==> src/vbi_pkg.sv <==
`default_nettype none
package vbi_pkg;

  localparam int unsigned CoordW = 32;
  localparam int unsigned DtW    = 16;

  typedef enum logic [1:0] {
    OP_CREATE = 2'd0,
    OP_ADD    = 2'd1,
    OP_ACCEL  = 2'd2,
    OP_INERT  = 2'd3
  } opcode_e;

  localparam logic signed [CoordW-1:0] GravityQ16 = -32'sd642689;
  localparam logic signed [CoordW-1:0] SatMax = 32'sh7fffffff;
  localparam logic signed [CoordW-1:0] SatMin = 32'sh80000000;

  // One classified command as it travels from the front part to the back part.
  typedef struct packed {
    opcode_e                    op;
    logic                       reject;
    logic                       grav;
    logic [15:0]                body;
    logic signed [CoordW-1:0]   vx;
    logic signed [CoordW-1:0]   vy;
    logic signed [CoordW-1:0]   vz;
    logic [DtW-1:0]             dt2;
  } cmd_t;

  // Saturate a 34-bit signed sum into 32 bits.
  function automatic logic signed [CoordW-1:0] sat34(input logic signed [33:0] v);
    logic signed [CoordW-1:0] r;
    r = v[CoordW-1:0];
    if (v > 34'sh0_7fffffff) r = SatMax;
    else if (v < -34'sh0_80000000) r = SatMin;
    return r;
  endfunction

endpackage
`default_nettype wire

==> src/vbi_front.sv <==
`default_nettype none
// Front part: looks the body up in the flag memory, updates the flags,
// squares dt and hands a classified command to the back part.
module vbi_front #(
  parameter int unsigned MaxBodies = 1024
) (
  input  wire logic          clk_i,
  input  wire logic          rst_ni,
  input  wire logic          in_valid_i,
  output logic               in_ready_o,
  input  wire logic [1:0]    op_i,
  input  wire logic [9:0]    body_i,
  input  wire logic [31:0]   vx_i,
  input  wire logic [31:0]   vy_i,
  input  wire logic [31:0]   vz_i,
  input  wire logic          grav_i,
  input  wire logic [15:0]   dt_i,
  output logic               cmd_valid_o,
  input  wire logic          cmd_ready_i,
  output vbi_pkg::cmd_t      cmd_o
);
  import vbi_pkg::*;

  localparam int unsigned FlagDepth = (MaxBodies > 1024) ? 1024 : MaxBodies;
  localparam int unsigned FIdxW = (FlagDepth > 1) ? $clog2(FlagDepth) : 1;
  localparam int unsigned LiveBit = 0;
  localparam int unsigned GravBit = 1;
  localparam logic [1:0] S_CLR = 2'd0, S_IDLE = 2'd1, S_LOOK = 2'd2, S_HOLD = 2'd3;

  logic [1:0]           flag_mem [FlagDepth];
  logic [1:0]           flag_rd_q;
  logic [1:0]           st_q;
  logic [FIdxW-1:0]     clr_q;
  logic                 range_q;
  cmd_t                 cmd_q;
  logic                 in_range;
  logic                 creating;
  logic                 flag_we;
  logic [1:0]           flag_wd;
  logic [FIdxW-1:0]     fidx;
  logic [FIdxW-1:0]     widx;
  logic [31:0]          dtsq;

  assign fidx     = FIdxW'(body_i);
  assign widx     = (st_q == S_CLR) ? clr_q : FIdxW'(cmd_q.body);
  assign in_range = (body_i != 10'd0) && (32'(body_i) < MaxBodies);
  assign creating = (cmd_q.op == OP_CREATE);
  assign flag_we  = (st_q == S_CLR) || (st_q == S_LOOK && creating && range_q);
  assign flag_wd  = (st_q == S_CLR) ? 2'b00 : {cmd_q.grav, 1'b1};
  assign dtsq     = 32'(dt_i) * 32'(dt_i) + 32'd32768;

  assign in_ready_o  = (st_q == S_IDLE);
  assign cmd_valid_o = (st_q == S_HOLD);
  assign cmd_o       = cmd_q;

  // Flag memory: bit 0 marks a created body, bit 1 its gravity flag.
  always_ff @(posedge clk_i) begin
    if (flag_we) flag_mem[widx] <= flag_wd;
    if (in_valid_i && in_ready_o) flag_rd_q <= flag_mem[fidx];
  end

  // Sequencer: clearing pass after reset, then accept, look up and hand over.
  always_ff @(posedge clk_i or negedge rst_ni) begin
    if (!rst_ni) begin
      st_q  <= S_CLR;
      clr_q <= '0;
    end else begin
      unique case (st_q)
        S_CLR: begin
          clr_q <= clr_q + FIdxW'(1);
          if (clr_q == FIdxW'(FlagDepth - 1)) st_q <= S_IDLE;
        end
        S_IDLE: if (in_valid_i) st_q <= S_LOOK;
        S_LOOK: st_q <= S_HOLD;
        default: if (cmd_ready_i) st_q <= S_IDLE;
      endcase
    end
  end

  // Classified command.
  always_ff @(posedge clk_i) begin
    if (in_valid_i && in_ready_o) begin
      cmd_q.op   <= opcode_e'(op_i);
      cmd_q.grav <= grav_i;
      cmd_q.body <= 16'(body_i);
      cmd_q.vx   <= vx_i;
      cmd_q.vy   <= vy_i;
      cmd_q.vz   <= vz_i;
      cmd_q.dt2  <= dtsq[31:16];
      range_q    <= in_range;
    end
    if (st_q == S_LOOK) begin
      cmd_q.reject <= !range_q || (!creating && !flag_rd_q[LiveBit]);
      if (!creating) cmd_q.grav <= flag_rd_q[GravBit];
    end
  end

endmodule
`default_nettype wire

==> config.mk <==
export PLATFORM = sky130hd
export DESIGN_NAME = vbi_front
export DESIGN_NICKNAME = d
export VERILOG_FILES = /design/src/vbi_pkg.sv /design/src/vbi_front.sv
export SDC_FILE = /design/constraint.sdc
export NUM_CORES = 2
export LEC_CHECK = 0
export ABC_AREA = 0
export BUFFER_PORTS_ARGS = -buffer_cell sky130_fd_sc_hd__buf_2
export CORE_UTILIZATION = 45
export DETAILED_ROUTE_END_ITERATION = 8
export GPL_TIMING_DRIVEN = 0
export PLACE_DENSITY = 0.58
export SKIP_CTS_REPAIR_TIMING = 1
export SLEW_MARGIN = 15
export SYNTH_ARGS = -nofsm -noshare
export SYNTH_HDL_FRONTEND = slang
export SYNTH_SLANG_ARGS = --single-unit
==> constraint.sdc <==
create_clock -name clk_i -period 58 [get_ports clk_i]
set_input_delay 0 -clock clk_i [delete_from_list [all_inputs] [get_ports clk_i]]
set_output_delay 0 -clock clk_i [all_outputs]
set_load 0.03 [all_outputs]
# --- Word level (Yosys, flattened, before mapping) ---
# Memory sizes are Yosys's and may differ from the RTL's. A register that Yosys moved wholly into a read port is not among the register bits.
# Index checks and enable logic that the tools add are counted.
classes:
  addsub: 2
  mul: 1
  n_eq_ne: 6
  mux: 11
  n_reduce_logical: 14
ops:
  columns: ["operator", "n"]
  rows:
  - ["2-to-1 mux 129 bit", 1]
  - ["adder 32 x 16 -> 32 bit, second input constant", 1]
  - ["multiplier 16 x 16 -> 32 bit", 1]
  - ["adder 10 x 1 -> 10 bit, second input constant", 1]
  - ["equality test 10 bit, second input constant", 1]
  - ["2-to-1 mux 10 bit", 1]
  - ["nonzero test 10 bit", 1]
  - ["2-to-1 mux 2 bit", 4]
  - ["case mux 2 bit (3 select lines)", 1]
  - ["equality test 2 bit, second input constant", 2]
  - ["logical AND 1 bit", 4]
  - ["logical NOT 2 bit", 2]
  - ["2-to-1 mux 1 bit", 4]
  - ["nonzero test 4 bit", 1]
  - ["logical NOT 1 bit", 3]
  - ["AND reduction 3 bit", 1]
  - ["equality test 2 x 1 -> 1 bit, second input constant", 1]
  - ["logical OR 1 bit", 2]
  - ["inequality test 2 x 1 -> 1 bit, second input constant", 1]
  - ["inequality test 2 bit, second input constant", 1]
word_totals:
  register_bits: 139
  ram_bits: 2048
  inputBits: 129
  output_inout_bits: 134
  word_cells: 46
  mem_count: 1
mem_list:
  columns: ["memory", "words", "width", "read_ports", "rd_clocked_by_memory_dff", "write_ports", "line", "text"]
  rows:
  - ["flag_mem", 1024, 2, 1, 1, 1, "vbi_front.sv:30", "logic [1:0] flag_mem [FlagDepth];"]

# --- Longest topological paths before layout ---
logic_depth:
  word_depth: 6
  depth_mapped: 24
  mapped_depth_nobuf: 23

# --- Worst setup path after synthesis ---
# OpenSTA, ideal clock, no wires.
synth_path:
  kind: "reg-to-reg"
  from: "register st_q[0]"
  to: "memory flag_mem[0][1] (data pin)"
  setup_ns: 5.205
  arrival_ns: 25.850
  required_time_ns: 52.795
  slack_ns: 26.945
  path_stages_with_launch: 6
  path_buffers: 2
  period_less_slack_ns: 31.055
  path_cell_list: "dfrtp_1 > inv_1 > ha_1 > clkbuf_1 > clkbuf_1 > nor2b_1"
synth_between:
  elab_chain_cells: 2
synth_lines:
  columns: ["element", "line", "text"]
  rows:
  - ["start, declared", "vbi_front.sv:32", "logic [1:0] st_q;"]
  - ["start signal, assigned", "vbi_front.sv:65", "st_q <= S_CLR;"]
  - ["start signal, assigned", "vbi_front.sv:71", "if (clr_q == FIdxW'(FlagDepth - 1)) st_q <= S_IDLE;"]
  - ["start signal, assigned", "vbi_front.sv:73", "S_IDLE: if (in_valid_i) st_q <= S_LOOK;"]
  - ["logical NOT 2 bit", "vbi_front.sv:49", "assign flag_wd = (st_q == S_CLR) ? 2'b00 : {cmd_q.grav, 1'b1};"]
  - ["2-to-1 mux 2 bit", "vbi_front.sv:49", null]
  - ["net flag_wd[1]", "vbi_front.sv:39", "logic [1:0] flag_wd;"]
  - ["end, declared", "vbi_front.sv:30", null]
# The timed path passes the listed nets, and every way through them passes these cells.

# --- Worst setup path after layout ---
layout_path:
  from: "input port dt_i[4]"
  to: "register cmd_q (netlist bit cmd_o[15]) (data pin)"
layout_between:
  elab_chain_cells: 2
layout_lines:
  columns: ["element", "line", "text"]
  rows:
  - ["start, declared", "vbi_front.sv:17", "input wire logic [15:0] dt_i,"]
  - ["multiplier 16 x 16 -> 32 bit", "vbi_front.sv:50", "assign dtsq = 32'(dt_i) * 32'(dt_i) + 32'd32768;"]
  - ["adder 32 x 16 -> 32 bit", "vbi_front.sv:50", null]
  - ["net dtsq[31]", "vbi_front.sv:42", "logic [31:0] dtsq;"]
  - ["end, declared", "vbi_front.sv:35", "cmd_t cmd_q;"]
# The timed path passes the listed nets, and every way through them passes these cells.
# A chain may end at the register's enable or synchronous reset.

==> summary.md <==
| Metric | Value |
|---|---|
| Result of the run | `complete, but fails checks` |
| Violations in the final reports | `max-capacitance violations, max-slew violations` |
| Worst path required time | `58.63 ns` |
| Static leakage | `about 0.037 uW` |
| Layout Nets | `7,002` |
| Leading cell types by total area after synthesis | `edfxtp_1 69%, mux4_2 11%, nor2_1 4.3%` |
| Final Hold Vio Count | `0` |
| Portion of total power attributed to combinational logic | `0.259` |
| H-Tree Depth | `4` |
| Standard cell core area | `0.210 sq mm` |
| Number of buffers added by the clock tree synthesis step | `219` |
| Family with the most delay on the worst path | `adder cells` |
| I/O pin count | `263` |
| Antenna violations before repair | `38` |
| Number of synthesized register bits | `about 2,200` |
| Share of power burned in registers | `0.437` |
| Max Fclk | `between 150 and 200 MHz` |
| Logic depth of the worst path, buffers included | `25` |
| Switching part of the total power | `0.317` |
| Die width | `462 microns` |
| Grt total ovfl | `0` |
| CTS tree | `done` |
| Number of buffers on the longest clock path | `3` |
| Clock network latency to the later pin of the worst-skew pair | `roughly 0.9 ns` |
| Top cell type by total area after synthesis | `edfxtp_1` |
| Measured slew at the worst slew-check pin | `1.51 ns` |
| Residual antenna-violating net count after detailed routing | `0` |
| GRT Util Overall | `0.361` |
| Endpoints failing setup | `0` |
| HPWL reported at the end of detailed placement | `262 mm` |
| Peak fanout along the critical path | `10` |
| Accumulated negative setup slack | `0 ns` |
| Routed WL per cell | `40.5 microns` |
| Final routed DRC violation total | `0` |
| Wire length reported by the detailed router | `approximately 390 mm` |
| Post-route clock period utilization | `0.107` |
| Met3 capacity usage during global routing | `0.144` |
| Final standard cell count with taps included and fillers excluded | `roughly 9,600` |
| Distinct cells, synth | `77` |
| Worst setup path category | `in -> reg` |
| Total number of vias | `62,200` |
| Type of the tightest min-delay check | `in -> reg` |
| Root buf cell | `clkbuf_16` |
| Fraction of final layout cells sized beyond drive strength 1 | `0.213` |
| Setup clock skew after layout | `between 0.04 and 0.05 ns` |
| Syn Area/Cell | `16.4 sq um` |
| Reg2reg path depth | `10` |
| Shortest period the worst path allows | `6.23 ns` |
| Number of instances in the synthesized netlist | `5,807` |
| Worst Setup Slack post-DPL | `about 51 ns` |
| Share of flip-flops with an asynchronous set or reset | `0.00548` |
| Avg Vias per Cell | `about 6.5` |
| Post-synth EDFFs | `2,176` |
| Internal Dissipation | `between 3000 and 4000 uW` |
| Reg clk slew, reported paths | `approximately 0.06 ns` |
| Number of buffer cells added on primary ports | `253` |
| Buf+Inv Stages, Crit Path | `8` |
| Maximum number of pins on one net before global-route repair | `between 80 and 90` |
| Finished Cell Area | `0.112 sq mm` |
| Remaining max-slew budget at the tightest pin | `-0.0110` |
| Worst endpoint data arrival time | `6.86 ns` |
| Area share of the leading cell type in the synthesized netlist | `0.686` |
| Cell row count | `168` |
| Count of fill cells added during filler insertion | `16,900` |
| Number of global-route vias before repair | `around 59,000` |
| Die area | `around 0.21 sq mm` |
| Met2 Usage GRT | `0.517` |
| Placed cells | `~9,000` |
| Sinks on Clock Net | `~2,200` |
| Placed Area | `0.102 sq mm` |
| Wire length of the first global-routing pass | `approximately 510 mm` |
| First-iteration detailed-routing DRC count | `11,300` |
| Category of the worst setup path launch point | `input pin` |
| Area growth from synthesis to final layout | `17.2%` |
| Setup repair after global routing missed its margin | `no` |
| Drt first pass iters | `6` |
| Most crowded layer after global routing | `met2` |
| Portion of total power attributed to the clock network | `0.304` |
| GR Layer Usage met1 | `0.454` |
| Pwr/cell area | `42.3 mW/mm^2` |
| Most repeated library cell on the critical path | `fa_1` |
| Part of the Yosys area used for sequential elements | `0.690` |
| Starting density of the core | `0.453` |
| Cell area after synthesis | `0.0952 sq mm` |
| Floorplan die height | `462 microns` |
| Max Transition Viols Final | `6` |
| Yosys warning total | `0` |
| Slack of the critical path | `just over 50 ns` |
| Number of violations of the max-capacitance limit | `1` |
| Placer's final routability congestion estimate | `about 1.0` |
| Peak per-stage delay on the critical path | `0.54 ns` |
| Endpoint type of the worst setup path | `flip-flop` |
| Dominant synthesized flop cell | `edfxtp_1` |
| Hold path depth | `2` |
| Power spent charging and discharging nets | `roughly 1500 uW` |
| Worst vdd ir | `0.0648 mV` |
| Cell at the slowest stage of the critical path | `fa_1` |
==> metal layers <==
| metal | vias to the layer above | part of all wire |
|---|---|---|
| li1 | 23600 | - |
| met1 | 31800 | 0.35 |
| met2 | 5459 | 0.42 |
| met3 | 1309 | 0.15 |
| met4 | 18 | 0.080 |
| met5 | - | 0.00067 |
==> kinds of logic after synthesis <==
| kind of cell | synth area share |
|---|---|
| flops | 0.690 |
| simple gates | 0.0655 |
| buf+inv | 0.0309 |
| mux | 0.131 |
| compound gates | 0.0306 |
| fa+ha+maj | 0.0488 |
| xor+xnor | 0.00368 |
| other cells | 0.0000394 |
==> Yosys cell counts (9+ instances only) <==
| library cell | n |
|---|---|
| o22ai_1 | 38 |
| a211oi_1 | 18 |
| a22o_1 | 13 |
| nand2b_1 | 9 |
| buf_6 | 20 |
| o221ai_1 | 15 |
| ha_1 | 122 |
| nand2_1 | 228 |
| edfxtp_1 | 2176 |
| o21ai_0 | 58 |
| o21a_1 | 10 |
| xor2_1 | 11 |
| a21oi_1 | 78 |
| mux2_2 | 29 |
| and3_1 | 9 |
| inv_1 | 265 |
| a31oi_1 | 25 |
| buf_2 | 50 |
| nor2_1 | 1102 |
| fa_1 | 156 |
| buf_4 | 37 |
| a21o_1 | 11 |
| nor2b_1 | 18 |
| a221oi_1 | 33 |
| a22oi_1 | 44 |
| clkbuf_1 | 236 |
| xnor2_1 | 29 |
| nand3_1 | 52 |
| nor3_1 | 37 |
| dfrtp_1 | 12 |
| nand4_1 | 18 |
| buf_1 | 77 |
| mux2i_1 | 143 |
| and2_1 | 52 |
| mux4_2 | 474 |
==> final timing paths <==
| path | from | endpoint | slack, ns |
|---|---|---|---|
| max | dt_i[4] | cmd_o[15]$_DFFE_PP_ | 51.77 |
| min | body_i[9] | cmd_o[121]$_DFFE_PP_ | 0.02 |
| max reg2reg | st_q[0]$_DFFE_PN0P_ | flag_mem[616][1]$_DFFE_PP_ | 52.89 |
| min reg2reg | clr_q[8]$_DFFE_PN0P_ | clr_q[8]$_DFFE_PN0P_ | 0.50 |
| max in group asynchronous | rst_ni | clr_q[0]$_DFFE_PN0P_ | 57.41 |
| min in group asynchronous | rst_ni | clr_q[2]$_DFFE_PN0P_ | 0.21 |
==> flip-flops by register name (all words and copies together) (netlist names) <==
signal and count:
cmd_o 126, st_q 2, range_q 1, flag_rd_q 2
flag_mem 2048, clr_q 10
==> power by group through the flow <==
stage / clock network [uW] / logic, uW / registers (uW)
finish: 1430 / 1220 / 2060
global route: 1480 / 1300 / 2060
CTS: 1430 / 1180 / 2060
detailed placement: 0 / 1180 / 2100
global placement: 0 / 1050 / 2830
floorplan: 0 / 593 / 2510
==> cells in the final DEF (no fill, tap or decap), types with 22 or more instances in the layout <==
| cell type | count |
|---|---|
| clkinv_1 | 48 |
| xnor2_1 | 29 |
| fa_1 | 156 |
| mux2i_1 | 143 |
| inv_1 | 265 |
| ha_1 | 122 |
| buf_16 | 36 |
| nor3_1 | 36 |
| edfxtp_1 | 2176 |
| nor2_1 | 1096 |
| a221oi_1 | 33 |
| mux2_2 | 29 |
| a31oi_1 | 25 |
| clkinv_2 | 36 |
| buf_1 | 48 |
| a22oi_1 | 44 |
| buf_12 | 49 |
| clkbuf_16 | 222 |
| nand2_1 | 228 |
| nand3_1 | 52 |
| diode_2 | 25 |
| a21oi_1 | 78 |
| dlygate4sd3_1 | 218 |
| buf_6 | 23 |
| and2_1 | 51 |
| clkbuf_2 | 130 |
| o21ai_0 | 57 |
| mux4_2 | 474 |
| o22ai_1 | 37 |
| bufinv_16 | 22 |
| buf_4 | 37 |
| buf_2 | 332 |
| clkbuf_1 | 154 |
==> metrics by stage <==
stage / hold WS, ns / util / power [uW]
after floorplan: -0.296 / - / 3110
after global placement: -0.0985 / 0.476 / 3880
after global routing: 0.0274 / 0.531 / 4850
after CTS: -1.04 / 0.521 / 4670
final: 0.0192 / 0.531 / 4720
after detailed placement: -0.101 / 0.487 / 3270
==> final cells by class <==
cell class,count,area (sq um),area share
antenna,25,62.6,0.000561
sequential,2189,65700,0.588
inverter,267,1000,0.00899
multi-input combinational,2935,26700,0.239
clock inverter,125,1270,0.0113
timing repair buffer,562,5500,0.0493
tap,2805,3510,0.0314
clock buffer,274,5780,0.0518
buffer,421,2150,0.0192
Note: power is estimated with default switching activity, not from simulation.
